File: src/design/mmh_pkg.sv
// Shared constants and types of the MurmurHash3 engine.
`default_nettype none
package mmh_pkg;

  localparam logic [31:0] C1 = 32'hcc9e2d51;
  localparam logic [31:0] C2 = 32'h1b873593;
  localparam logic [31:0] MixAdd = 32'he6546b64;
  localparam logic [31:0] F1 = 32'h85ebca6b;
  localparam logic [31:0] F2 = 32'hc2b2ae35;

  localparam logic [2:0] FullBytes = 3'd4;

  // What the back end does with one queued word.
  typedef enum logic [1:0] {
    KIND_BLOCK     = 2'd0,
    KIND_LAST_FULL = 2'd1,
    KIND_LAST_TAIL = 2'd2
  } word_kind_t;

  typedef struct packed {
    logic [31:0] word;
    logic [2:0]  len_inc;
    word_kind_t  kind;
  } q_entry_t;

endpackage
`default_nettype wire

File: src/design/murmur3_hash_engine_core.sv
// Top level of the streaming MurmurHash3 (x86, 32-bit) engine.
// Streams a message as little-endian 32-bit words (first byte in bits 7:0) and returns
// one 32-bit MurmurHash3 per message, on the word marked last. The hash of every message
// starts from the seed register, sampled when the first word of the message reaches the
// back end; a seed written mid-message applies from the next message. A non-last word
// counts four bytes; the last word carries 0 to 4 bytes (larger counts act as 4). Words
// pass through a two-entry queue into the back-end sequencer, which takes one word at a
// time and has one 32-bit multiplier stage per cycle: a non-last word goes through the
// scramble multiply, rotate-multiply and mix, a last word through these plus two finalizer
// multiplies and the output load, which waits while the previous hash is still untaken.
// The input accepts words while the queue has room; a stalled output can fill the queue.
`default_nettype none
module murmur3_hash_engine_core (
  input  wire logic        clk,
  input  wire logic        rst_n,
  input  wire logic        cfg_wr_en,
  input  wire logic [31:0] cfg_wr_data,
  input  wire logic        in_valid,
  output logic             in_ready,
  input  wire logic [31:0] in_data_word,
  input  wire logic [2:0]  in_byte_count,
  input  wire logic        in_last,
  output logic             out_valid,
  input  wire logic        out_ready,
  output logic [31:0]      out_hash_value
);

  logic [31:0]       seed_r;
  logic              q_valid;
  logic              q_pop;
  mmh_pkg::q_entry_t q_entry;

  always_ff @(posedge clk) begin
    if (!rst_n) begin
      seed_r <= 32'd0;
    end else if (cfg_wr_en) begin
      seed_r <= cfg_wr_data;
    end
  end

  mmh_front u_front (
    .clk           (clk),
    .rst_n         (rst_n),
    .in_valid      (in_valid),
    .in_ready      (in_ready),
    .in_data_word  (in_data_word),
    .in_byte_count (in_byte_count),
    .in_last       (in_last),
    .q_valid       (q_valid),
    .q_entry       (q_entry),
    .q_pop         (q_pop)
  );

  mmh_back u_back (
    .clk            (clk),
    .rst_n          (rst_n),
    .seed           (seed_r),
    .q_valid        (q_valid),
    .q_entry        (q_entry),
    .q_pop          (q_pop),
    .out_valid      (out_valid),
    .out_ready      (out_ready),
    .out_hash_value (out_hash_value)
  );

endmodule
`default_nettype wire

File: src/design/mmh_front.sv
// Front end: classifies input words, masks tails and queues them for the back end.
`default_nettype none
module mmh_front (
  input  wire logic            clk,
  input  wire logic            rst_n,
  input  wire logic            in_valid,
  output logic                 in_ready,
  input  wire logic [31:0]     in_data_word,
  input  wire logic [2:0]      in_byte_count,
  input  wire logic            in_last,
  output logic                 q_valid,
  output mmh_pkg::q_entry_t    q_entry,
  input  wire logic            q_pop
);

  mmh_pkg::q_entry_t slot_r [2];
  logic              wr_ptr_r, wr_ptr_nxt;
  logic              rd_ptr_r, rd_ptr_nxt;
  logic [1:0]        count_r, count_nxt;
  mmh_pkg::q_entry_t entry_in;
  logic [2:0]        cnt_sat;
  logic [31:0]       mask;
  logic              push;

  // Saturate the byte count and pick the tail mask.
  always_comb begin
    cnt_sat = (in_byte_count > mmh_pkg::FullBytes) ? mmh_pkg::FullBytes : in_byte_count;
    case (cnt_sat)
      3'd0:    mask = 32'h0000_0000;
      3'd1:    mask = 32'h0000_00ff;
      3'd2:    mask = 32'h0000_ffff;
      3'd3:    mask = 32'h00ff_ffff;
      default: mask = 32'hffff_ffff;
    endcase
    if (!in_last) begin
      entry_in.word    = in_data_word;
      entry_in.len_inc = mmh_pkg::FullBytes;
      entry_in.kind    = mmh_pkg::KIND_BLOCK;
    end else if (cnt_sat == mmh_pkg::FullBytes) begin
      entry_in.word    = in_data_word;
      entry_in.len_inc = cnt_sat;
      entry_in.kind    = mmh_pkg::KIND_LAST_FULL;
    end else begin
      entry_in.word    = in_data_word & mask;
      entry_in.len_inc = cnt_sat;
      entry_in.kind    = mmh_pkg::KIND_LAST_TAIL;
    end
  end

  assign in_ready = (count_r != 2'd2);
  assign push     = in_valid && in_ready;
  assign q_valid  = (count_r != 2'd0);
  assign q_entry  = slot_r[rd_ptr_r];

  always_comb begin
    wr_ptr_nxt = push ? ~wr_ptr_r : wr_ptr_r;
    rd_ptr_nxt = q_pop ? ~rd_ptr_r : rd_ptr_r;
    count_nxt  = count_r + {1'b0, push} - {1'b0, q_pop};
  end

  always_ff @(posedge clk) begin
    if (!rst_n) begin
      wr_ptr_r <= 1'b0;
      rd_ptr_r <= 1'b0;
      count_r  <= 2'd0;
    end else begin
      wr_ptr_r <= wr_ptr_nxt;
      rd_ptr_r <= rd_ptr_nxt;
      count_r  <= count_nxt;
    end
  end

  always_ff @(posedge clk) begin
    if (push) begin
      slot_r[wr_ptr_r] <= entry_in;
    end
  end

endmodule
`default_nettype wire

File: src/design/mmh_back.sv
// Back end: scrambles queued words, folds them into the hash and runs the finalizer.
`default_nettype none
module mmh_back (
  input  wire logic              clk,
  input  wire logic              rst_n,
  input  wire logic [31:0]       seed,
  input  wire logic              q_valid,
  input  wire mmh_pkg::q_entry_t q_entry,
  output logic                   q_pop,
  output logic                   out_valid,
  input  wire logic              out_ready,
  output logic [31:0]            out_hash_value
);

  typedef enum logic [5:0] {
    S_IDLE = 6'b000001,
    S_K2   = 6'b000010,
    S_MIX  = 6'b000100,
    S_F0   = 6'b001000,
    S_F1   = 6'b010000,
    S_F2   = 6'b100000
  } state_t;

  state_t               state_r, state_nxt;
  logic                 in_msg_r, in_msg_nxt;
  logic                 out_valid_r, out_valid_nxt;
  logic [31:0]          out_hash_r, out_hash_nxt;
  logic [31:0]          k_r, k_nxt;
  logic [31:0]          h_r, h_nxt;
  logic [31:0]          len_r, len_nxt;
  mmh_pkg::word_kind_t  kind_r, kind_nxt;
  logic [31:0]          h_x, h_rot, h_mix, t_f;
  logic                 out_free;

  assign out_free = !out_valid_r || out_ready;
  assign q_pop    = (state_r == S_IDLE) && q_valid;

  always_comb begin
    h_x   = h_r ^ k_r;
    h_rot = {h_x[18:0], h_x[31:19]};
    h_mix = (kind_r == mmh_pkg::KIND_LAST_TAIL) ? h_x
          : ({h_rot[29:0], 2'b00} + h_rot + mmh_pkg::MixAdd);
    t_f   = 32'd0;

    state_nxt     = state_r;
    in_msg_nxt    = in_msg_r;
    out_valid_nxt = (out_valid_r && out_ready) ? 1'b0 : out_valid_r;
    out_hash_nxt  = out_hash_r;
    k_nxt         = k_r;
    h_nxt         = h_r;
    len_nxt       = len_r;
    kind_nxt      = kind_r;

    case (state_r)
      S_IDLE: begin
        if (q_valid) begin
          k_nxt      = q_entry.word * mmh_pkg::C1;
          kind_nxt   = q_entry.kind;
          in_msg_nxt = 1'b1;
          // Load the seed on the first word of a message.
          if (!in_msg_r) begin
            h_nxt   = seed;
            len_nxt = {29'd0, q_entry.len_inc};
          end else begin
            len_nxt = len_r + {29'd0, q_entry.len_inc};
          end
          state_nxt = S_K2;
        end
      end
      S_K2: begin
        k_nxt     = {k_r[16:0], k_r[31:17]} * mmh_pkg::C2;
        state_nxt = S_MIX;
      end
      S_MIX: begin
        if (kind_r == mmh_pkg::KIND_BLOCK) begin
          h_nxt     = h_mix;
          state_nxt = S_IDLE;
        end else begin
          h_nxt     = h_mix ^ len_r;
          state_nxt = S_F0;
        end
      end
      S_F0: begin
        t_f       = h_r ^ {16'd0, h_r[31:16]};
        h_nxt     = t_f * mmh_pkg::F1;
        state_nxt = S_F1;
      end
      S_F1: begin
        t_f       = h_r ^ {13'd0, h_r[31:13]};
        h_nxt     = t_f * mmh_pkg::F2;
        state_nxt = S_F2;
      end
      S_F2: begin
        // Hold until the output register is free.
        if (out_free) begin
          out_hash_nxt  = h_r ^ {16'd0, h_r[31:16]};
          out_valid_nxt = 1'b1;
          in_msg_nxt    = 1'b0;
          state_nxt     = S_IDLE;
        end
      end
      default: begin
        state_nxt = S_IDLE;
      end
    endcase
  end

  always_ff @(posedge clk) begin
    if (!rst_n) begin
      state_r     <= S_IDLE;
      in_msg_r    <= 1'b0;
      out_valid_r <= 1'b0;
    end else begin
      state_r     <= state_nxt;
      in_msg_r    <= in_msg_nxt;
      out_valid_r <= out_valid_nxt;
    end
  end

  always_ff @(posedge clk) begin
    out_hash_r <= out_hash_nxt;
    k_r        <= k_nxt;
    h_r        <= h_nxt;
    len_r      <= len_nxt;
    kind_r     <= kind_nxt;
  end

  assign out_valid      = out_valid_r;
  assign out_hash_value = out_hash_r;

endmodule
`default_nettype wire

File: config.mk
export PLATFORM = sky130hd
export DESIGN_NAME = murmur3_hash_engine_core
export DESIGN_NICKNAME = d
export VERILOG_FILES = /design/src/design/mmh_pkg.sv /design/src/design/murmur3_hash_engine_core.sv /design/src/design/mmh_front.sv /design/src/design/mmh_back.sv
export SDC_FILE = /design/constraint.sdc
export NUM_CORES = 2
export LEC_CHECK = 0
export BUFFER_PORTS_ARGS = -buffer_cell sky130_fd_sc_hd__buf_2
export CORE_MARGIN = 10
export CORE_UTILIZATION = 65
export DETAILED_ROUTE_END_ITERATION = 7
export PLACE_DENSITY = 0.83
export SLEW_MARGIN = 20
export SYNTH_ARGS = -nofsm -noshare
export SYNTH_HDL_FRONTEND = slang
export SYNTH_SLANG_ARGS = --single-unit
File: constraint.sdc
create_clock -name clk -period 18.4 [get_ports clk]
set_input_delay 4.6 -clock clk [delete_from_list [all_inputs] [get_ports clk]]
set_output_delay 4.6 -clock clk [all_outputs]
set_load 0.1 [all_outputs]
Yosys cells after proc, flatten, opt, wreduce, memory -nomap -nowiden
Memories as Yosys holds them, arrays and structs flattened. A register that Yosys moved wholly into a read port is not among the register bits.
Index checks and enable logic that the tools add are counted.
{"block": "word_totals", "memories": 1, "out_inout_bits": 34, "ff_bits": 174, "ram_bits": 74}
{"name": "u_front.slot_r", "depth": 2, "width": 37, "rd": 1, "rd_ports_with_merged_regs": 1, "wr": 1, "line_no": "mmh_front.sv:16", "text": "mmh_pkg::q_entry_t slot_r [2];"}
{"block": "op_classes", "bitwise_logic": 7, "eq_ne": 15, "order_cmp": 1, "mux": 26, "reduce_logical": 17, "addsub": 5, "n_mul": 4}
{"cell": "32-bit one-hot mux with 4 select lines", "n": 2}
{"cell": "32-bit two-way mux", "n": 5}
{"cell": "37-bit two-way mux", "n": 2}
{"cell": "32-bit by 31-bit multiplier with 32-bit output (second input constant)", "n": 2}
{"cell": "32-bit one-hot mux with 2 select lines", "n": 1}
{"cell": "32-bit bitwise XOR", "n": 2}
{"cell": "6-bit one-hot mux with 6 select lines", "n": 1}
{"cell": "32-bit by 3-bit adder with 32-bit output", "n": 1}
{"cell": "32-bit adder", "n": 1}
{"cell": "32-bit adder (second input constant)", "n": 1}
{"cell": "32-bit AND", "n": 1}
{"cell": "32-bit by 29-bit multiplier with 32-bit output (second input constant)", "n": 1}
{"cell": "32-bit by 32-bit multiplier with 32-bit output (second input constant)", "n": 1}
{"cell": "32-bit by 16-bit bitwise XOR with 32-bit output", "n": 1}
{"cell": "32-bit by 19-bit bitwise XOR with 32-bit output", "n": 1}
{"cell": "6-bit two-way mux", "n": 2}
{"cell": "1-bit two-way mux", "n": 9}
{"cell": "2-bit AND reduction", "n": 4}
{"cell": "3-bit by 2-bit == test with 1-bit output (second input constant)", "n": 2}
{"cell": "6-bit by 1-bit == test with 1-bit output (second input constant)", "n": 1}
{"cell": "6-bit by 2-bit == test with 1-bit output (second input constant)", "n": 1}
{"cell": "6-bit by 3-bit == test with 1-bit output (second input constant)", "n": 1}
{"cell": "6-bit by 4-bit == test with 1-bit output (second input constant)", "n": 1}
{"cell": "6-bit by 5-bit == test with 1-bit output (second input constant)", "n": 1}
{"cell": "21 further kinds", "n": 30}

Depth between registers and ports, before layout
{"block": "depth", "ltp_word": 7, "ltp_mapped": 30, "mapped_depth_nobuf": 27}

Modules after synthesis
From an unflattened synthesis, not the netlist that was laid out.
{"block": "unflattened", "hier_cells": 4642, "area_unflattened_um2": 47490.5}
{"mod": "mmh_back", "area_each_um2": 43008.7, "cells_each": 4359, "instances": 1}
{"mod": "mmh_front", "area_each_um2": 3238.1, "cells_each": 180, "instances": 1}
{"mod": "murmur3_hash_engine_core", "area_each_um2": 1243.7, "cells_each": 103, "instances": 1}

Worst setup path before layout
OpenSTA, ideal clock, no wires.
{"block": "synth_path", "path_type": "register to register", "start": "reg (tool-made name)", "end": "reg u_back.k_r[30] (data pin)", "slack_ps": 10546, "period_less_slack_ps": 7854, "required_ps": 18132, "t_arrival_ps": 7586, "path_stages_with_launch": 30, "n_path_buf": 4, "cell_sequence": "dfxtp_1 -> buf_4 -> buf_1 -> clkbuf_1 -> mux2i_1 -> inv_1 -> ha_1 -> inv_1 -> fa_1 -> inv_1 -> fa_1 -> fa_1 -> inv_1 -> fa_1 -> inv_1 -> fa_1 -> fa_1 -> ha_1 -> ha_1 -> clkbuf_1 -> a21o_1 -> a21o_1 -> a21o_1 -> a21o_1 -> a21o_1 -> a221o_1 -> a21oi_1 -> o21ai_0 -> xnor2_1 -> mux2i_1"}
{"element": "end signal, assigned", "line_no": "mmh_back.sv:122", "text": "k_r <= k_nxt;"}
{"element": "end, declared", "line_no": "mmh_back.sv:28", "text": "logic [31:0] k_r, k_nxt;"}

Worst setup path after layout
{"block": "layout_path", "start": "reg u_back.h_r[22]", "end": "reg u_back.h_r[30] (data pin)"}
{"block": "layout_via", "elab_chain_cells": 7, "elab_cells_between_ends": 11}
{"element": "start, declared", "line_no": "mmh_back.sv:29", "text": "logic [31:0] h_r, h_nxt;"}
{"element": "start signal, assigned", "line_no": "mmh_back.sv:123", "text": "h_r <= h_nxt;"}
{"element": "32-bit bitwise XOR", "line_no": "mmh_back.sv:39", "text": "h_x = h_r ^ k_r;"}
{"element": "32-bit adder (2 in series)", "line_no": "mmh_back.sv:42", "text": ": ({h_rot[29:0], 2'b00} + h_rot + mmh_pkg::MixAdd);"}
{"element": "32-bit two-way mux", "line_no": "mmh_back.sv:41", "text": "h_mix = (kind_r == mmh_pkg::KIND_LAST_TAIL) ? h_x"}
{"element": "32-bit bitwise XOR", "line_no": "mmh_back.sv:79", "text": "h_nxt = h_mix ^ len_r;"}
{"element": "32-bit two-way mux", "line_no": "mmh_back.sv:75", "text": "if (kind_r == mmh_pkg::KIND_BLOCK) begin"}
{"element": "32-bit one-hot mux with 4 select lines (*)", "line_no": "mmh_back.sv:54", "text": "case (state_r)"}
{"element": "net u_back.h_nxt[30]", "line_no": "mmh_back.sv:29"}
The timed path passes the listed nets; every way through them passes the cells marked *.
A chain may end at the register's enable or synchronous reset.

==> impl_results.html <==
<table>
<tr><th>Metric</th><th>Value</th></tr>
<tr><th colspan="2">Run status</th></tr>
<tr><td>Status</td><td>completed</td></tr>
<tr><th colspan="2">Finish</th></tr>
<tr><td>Most frequent cells in the layout</td><td>1290 x sky130_fd_sc_hd__inv_1, 793 x sky130_fd_sc_hd__ha_1, 733 x sky130_fd_sc_hd__fa_1</td></tr>
<tr><td>Fraction of layout cells with a size suffix above 1</td><td>5.307%</td></tr>
<tr><td>Post-route design area</td><td>50220 sq um</td></tr>
<tr><td>Commonest non-fill, non-tap cell in the layout</td><td>sky130_fd_sc_hd__inv_1</td></tr>
<tr><td>Nets@finish</td><td>6380</td></tr>
<tr><td>Post-Route Utilization</td><td>69.89%</td></tr>
<tr><td>Fill cell total of the finished layout</td><td>5444</td></tr>
<tr><td>Area added between synthesis and finish</td><td>5.900%</td></tr>
<tr><th colspan="2">Detailed routing</th></tr>
<tr><td>Number of iterations in the first detailed-routing pass</td><td>6</td></tr>
<tr><td>Number of routed nets with antenna violations</td><td>0</td></tr>
<tr><td>Aggregate routed wire length</td><td>135400 um</td></tr>
<tr><td>Average detailed-routed wire length per instance</td><td>23.52 um</td></tr>
<tr><td>Iteration-0 DRC Markers</td><td>2899</td></tr>
<tr><td>Total number of vias</td><td>33380</td></tr>
<tr><td>Via density per instance</td><td>5.799</td></tr>
<tr><td>Drc violations</td><td>0</td></tr>
<tr><th colspan="2">Clock tree</th></tr>
<tr><td>Post CTS Setup Buffer Count</td><td>0</td></tr>
<tr><td>Total number of H-tree levels</td><td>1</td></tr>
<tr><td>Num Clock Sinks</td><td>249</td></tr>
<tr><td>Later-pin clock latency in the skew report</td><td>0.62 ns</td></tr>
<tr><td>Clock root buffer</td><td>sky130_fd_sc_hd__clkbuf_16</td></tr>
<tr><td>Clock tree from TritonCTS</td><td>yes</td></tr>
<tr><td>Post-cts hold buffer count</td><td>0</td></tr>
<tr><td>CTS buffer count</td><td>30</td></tr>
<tr><td>Number of buffers on the longest clock path</td><td>3</td></tr>
<tr><td>Quantity of gates resized following cts</td><td>0</td></tr>
<tr><td>Clock Pin Slew Worst Setup and Hold Paths</td><td>0.07 ns</td></tr>
<tr><th colspan="2">STA</th></tr>
<tr><td>Number of slew-limit violations in the final report</td><td>0</td></tr>
<tr><td>Min cycle time layout</td><td>8.477 ns</td></tr>
<tr><td>Number of setup violations in the final report</td><td>0</td></tr>
<tr><td>Max Clk Rate</td><td>118.0 MHz</td></tr>
<tr><td>Hold Fails Final Rpt</td><td>0</td></tr>
<tr><td>Sum Neg Setup Slack</td><td>0 ns</td></tr>
<tr><td>Final clock skew</td><td>0.01318 ns</td></tr>
<tr><td>Setup repair after global routing missed its margin</td><td>false</td></tr>
<tr><td>Share of the clock period used by the worst path after layout</td><td>46.07%</td></tr>
<tr><td>Worst Tran Pin Value</td><td>1.105 ns</td></tr>
<tr><td>Worst slew margin relative to its limit</td><td>26.09%</td></tr>
<tr><td>Worst path setup slack after routing</td><td>9.923 ns</td></tr>
<tr><th colspan="2">Synthesis</th></tr>
<tr><td>Number of flip-flops and latches in the synthesized netlist</td><td>249</td></tr>
<tr><td>Number of nets produced by synthesis</td><td>6277</td></tr>
<tr><td>Number of instances in the synthesized netlist</td><td>4678</td></tr>
<tr><td>Sequential fraction of the synthesis area</td><td>14.82%</td></tr>
<tr><td>Average size of a mapped cell</td><td>10.14 sq um</td></tr>
<tr><td>Synth Cell Area</td><td>47420 sq um</td></tr>
<tr><td>Share of flip-flops with an asynchronous set or reset after synthesis</td><td>0%</td></tr>
<tr><td>Number of flops mapped to enable cells by yosys</td><td>204</td></tr>
<tr><td>Primary flip-flop cell chosen by synthesis mapping</td><td>sky130_fd_sc_hd__edfxtp_1</td></tr>
<tr><td>Number of distinct library cells after synthesis</td><td>84</td></tr>
<tr><td>Number of warnings issued by yosys</td><td>0</td></tr>
<tr><th colspan="2">Worst setup path</th></tr>
<tr><td>Worst Reg2Reg Path Length in Cells</td><td>22</td></tr>
<tr><td>CP max FO</td><td>11</td></tr>
<tr><td>CP Capture Type</td><td>register</td></tr>
<tr><td>R2R Setup Slk</td><td>9.92 ns</td></tr>
<tr><td>Required time worst endpoint</td><td>18.76 ns</td></tr>
<tr><td>Reg-to-reg critical path startpoint</td><td>u_back.h_r[22]</td></tr>
<tr><td>Startpoint-to-endpoint class of the critical path</td><td>reg -&gt; reg</td></tr>
<tr><td>Signal arrival time at the worst endpoint</td><td>8.84 ns</td></tr>
<tr><td>Worst R2R End</td><td>u_back.h_r[30]</td></tr>
<tr><td>Startpoint kind of the worst setup timing path</td><td>register</td></tr>
<tr><th colspan="2">Min path</th></tr>
<tr><td>Number of stages on the worst hold path</td><td>2</td></tr>
<tr><td>Hold crit path type</td><td>reg -&gt; reg</td></tr>
<tr><td>Hold Path Origin</td><td>u_back.out_valid</td></tr>
<tr><td>Hold-critical path endpoint</td><td>u_back.out_valid</td></tr>
<tr><th colspan="2">Die</th></tr>
<tr><td># rows</td><td>98</td></tr>
<tr><td>Die footprint</td><td>84160 sq um</td></tr>
<tr><td>Die boundary height</td><td>290.1 um</td></tr>
<tr><td>Core area</td><td>71850 sq um</td></tr>
<tr><td>Die span in x</td><td>290.1 um</td></tr>
<tr><td>Boundary pin count</td><td>107</td></tr>
<tr><td>Starting density of the core</td><td>66.00%</td></tr>
<tr><th colspan="2">Placed design</th></tr>
<tr><td>Gp weighted congestion</td><td>1.028</td></tr>
<tr><td>Final HPWL DP</td><td>114200 um</td></tr>
<tr><td>Post-Place Worst Slack</td><td>10.08 ns</td></tr>
<tr><td>Dpl cell area</td><td>49210 sq um</td></tr>
<tr><td>Quantity of I/O buffers inserted on ports</td><td>106</td></tr>
<tr><th colspan="2">Global route</th></tr>
<tr><td>Number of antenna violations at the first check in global routing</td><td>1</td></tr>
<tr><td>Grt ovf</td><td>0</td></tr>
<tr><td>Pin count of the biggest net entering global routing</td><td>50</td></tr>
<tr><td>Vias in the first global route</td><td>36000</td></tr>
<tr><td>Wire length of the first global-routing pass</td><td>210700 um</td></tr>
<tr><td>Total global-route track usage</td><td>32.42%</td></tr>
<tr><th colspan="2">Run</th></tr>
<tr><td>MaxCap Viol Count</td><td>0</td></tr>
</table>
-- sequential cells by signal, summed over array words and instances, names as in the netlist, 2 cells and up, named ones only --
name and flops:
seed_r 32, u_back.h_r 32, u_back.k_r 32, u_back.kind_r 2
u_back.len_r 32, u_back.out_hash_value 32, u_back.state_r 6, u_front.count_r 2
u_front.slot_r 74
-- worst max-delay path by stage --
stage	slack [ns]	to	from
finish	9.92	u_back.h_r[30]	u_back.h_r[22]
global route	9.58	u_back.h_r[30]	u_back.h_r[22]
detailed placement	10.08	u_back.h_r[30]	u_back.h_r[22]
global placement	10.09	u_back.h_r[30]	u_back.h_r[21]
CTS	10.02	u_back.h_r[30]	u_back.h_r[22]
floorplan	10.55	u_back.k_r[30]	register
-- synthesized netlist by cell type (12+ instances only) --
master                        n  area share, %
sky130_fd_sc_hd__clkbuf_1    62           0.49
sky130_fd_sc_hd__nand3_1     32           0.34
sky130_fd_sc_hd__and3_1      20           0.26
sky130_fd_sc_hd__xnor2_1    256            4.7
sky130_fd_sc_hd__o21ai_0     94           0.99
sky130_fd_sc_hd__xor2_1     149            2.8
sky130_fd_sc_hd__nand2b_1    23           0.30
sky130_fd_sc_hd__o211ai_1    17           0.27
sky130_fd_sc_hd__or3_1       14           0.18
sky130_fd_sc_hd__dfxtp_1     45            1.9
sky130_fd_sc_hd__a21oi_1    137            1.4
sky130_fd_sc_hd__a221oi_1    13           0.24
sky130_fd_sc_hd__edfxtp_1   204             13
sky130_fd_sc_hd__inv_1     1290             10
sky130_fd_sc_hd__nor2_1     120           0.95
sky130_fd_sc_hd__ha_1       793             21
sky130_fd_sc_hd__a21o_1      54           0.85
sky130_fd_sc_hd__a31oi_1     15           0.20
sky130_fd_sc_hd__o21a_1      25           0.40
sky130_fd_sc_hd__fa_1       733             31
sky130_fd_sc_hd__mux2i_1     56            1.2
sky130_fd_sc_hd__o21bai_1    17           0.27
sky130_fd_sc_hd__nand2_1    116           0.92
sky130_fd_sc_hd__a22oi_1     12           0.19
sky130_fd_sc_hd__o31ai_1     14           0.22
sky130_fd_sc_hd__mux2_2      30           0.71
sky130_fd_sc_hd__and2_1      59           0.78
sky130_fd_sc_hd__a211oi_1    22           0.35
sky130_fd_sc_hd__a211o_1     12           0.22
sky130_fd_sc_hd__nor2b_1     70           0.92
sky130_fd_sc_hd__nor3_1      24           0.25
-- per-layer routing --
layer  share of wire (%)  track usage, %
met5              0.0096               0
met4                 6.5           17.38
met3                 8.6           5.290
met2                  47           53.79
met1                  38           40.24
-- kinds of logic after synthesis --
| family | synth area share, % |
|---|---|
| compound gates | 7.272 |
| xor+xnor | 7.707 |
| fa+ha+maj | 51.87 |
| buf+inv | 10.79 |
| flops | 14.82 |
| mux | 1.950 |
| simple gates | 5.594 |
-- critical path, stage by stage (launching register included) --
cell and delay, ns:
sky130_fd_sc_hd__edfxtp_1 1.02, sky130_fd_sc_hd__xor2_1 0.91, sky130_fd_sc_hd__fa_1 0.56, sky130_fd_sc_hd__inv_1 0.09, sky130_fd_sc_hd__fa_1 0.41, sky130_fd_sc_hd__inv_1 0.08, sky130_fd_sc_hd__fa_1 0.44, sky130_fd_sc_hd__ha_1 0.21
sky130_fd_sc_hd__fa_1 0.48, sky130_fd_sc_hd__fa_1 0.58, sky130_fd_sc_hd__fa_1 0.43, sky130_fd_sc_hd__fa_1 0.46, sky130_fd_sc_hd__ha_1 0.34, sky130_fd_sc_hd__nand2_1 0.09, sky130_fd_sc_hd__or3_1 0.41, sky130_fd_sc_hd__nor4_1 0.30
sky130_fd_sc_hd__a22oi_1 0.20, sky130_fd_sc_hd__a21oi_1 0.23, sky130_fd_sc_hd__o31ai_1 0.12, sky130_fd_sc_hd__a21boi_1 0.24, sky130_fd_sc_hd__mux2_1 0.34, sky130_fd_sc_hd__o21ai_0 0.19, sky130_fd_sc_hd__nand3_1 0.09
-- through the flow --
step / hold slack, ns / cells
final: 0.5002 / 5756
after global routing: 0.5212 / 5755
after CTS: 0.5011 / 5754
after detailed placement: 0.4903 / 5698
after global placement: 0.4809 / 5698
after floorplan: 0.4523 / 4678
-- area by class of cell --
class / count / area (sq um) / area share [%]
Antenna cell: 1 / 2.502 / 0.004983
Clock buffer: 43 / 870.8 / 1.734
Clock inverter: 13 / 112.6 / 0.2242
Inverter: 1291 / 4846 / 9.649
Multi-Input combinational cell: 3067 / 35350 / 70.39
Sequential cell: 249 / 7028 / 13.99
Tap cell: 950 / 1189 / 2.367
Timing Repair Buffer: 142 / 820.8 / 1.634
Power is left out: the tool's default activity adds up to more than one toggle a clock period on the data nets, which glitch-free logic cannot reach.
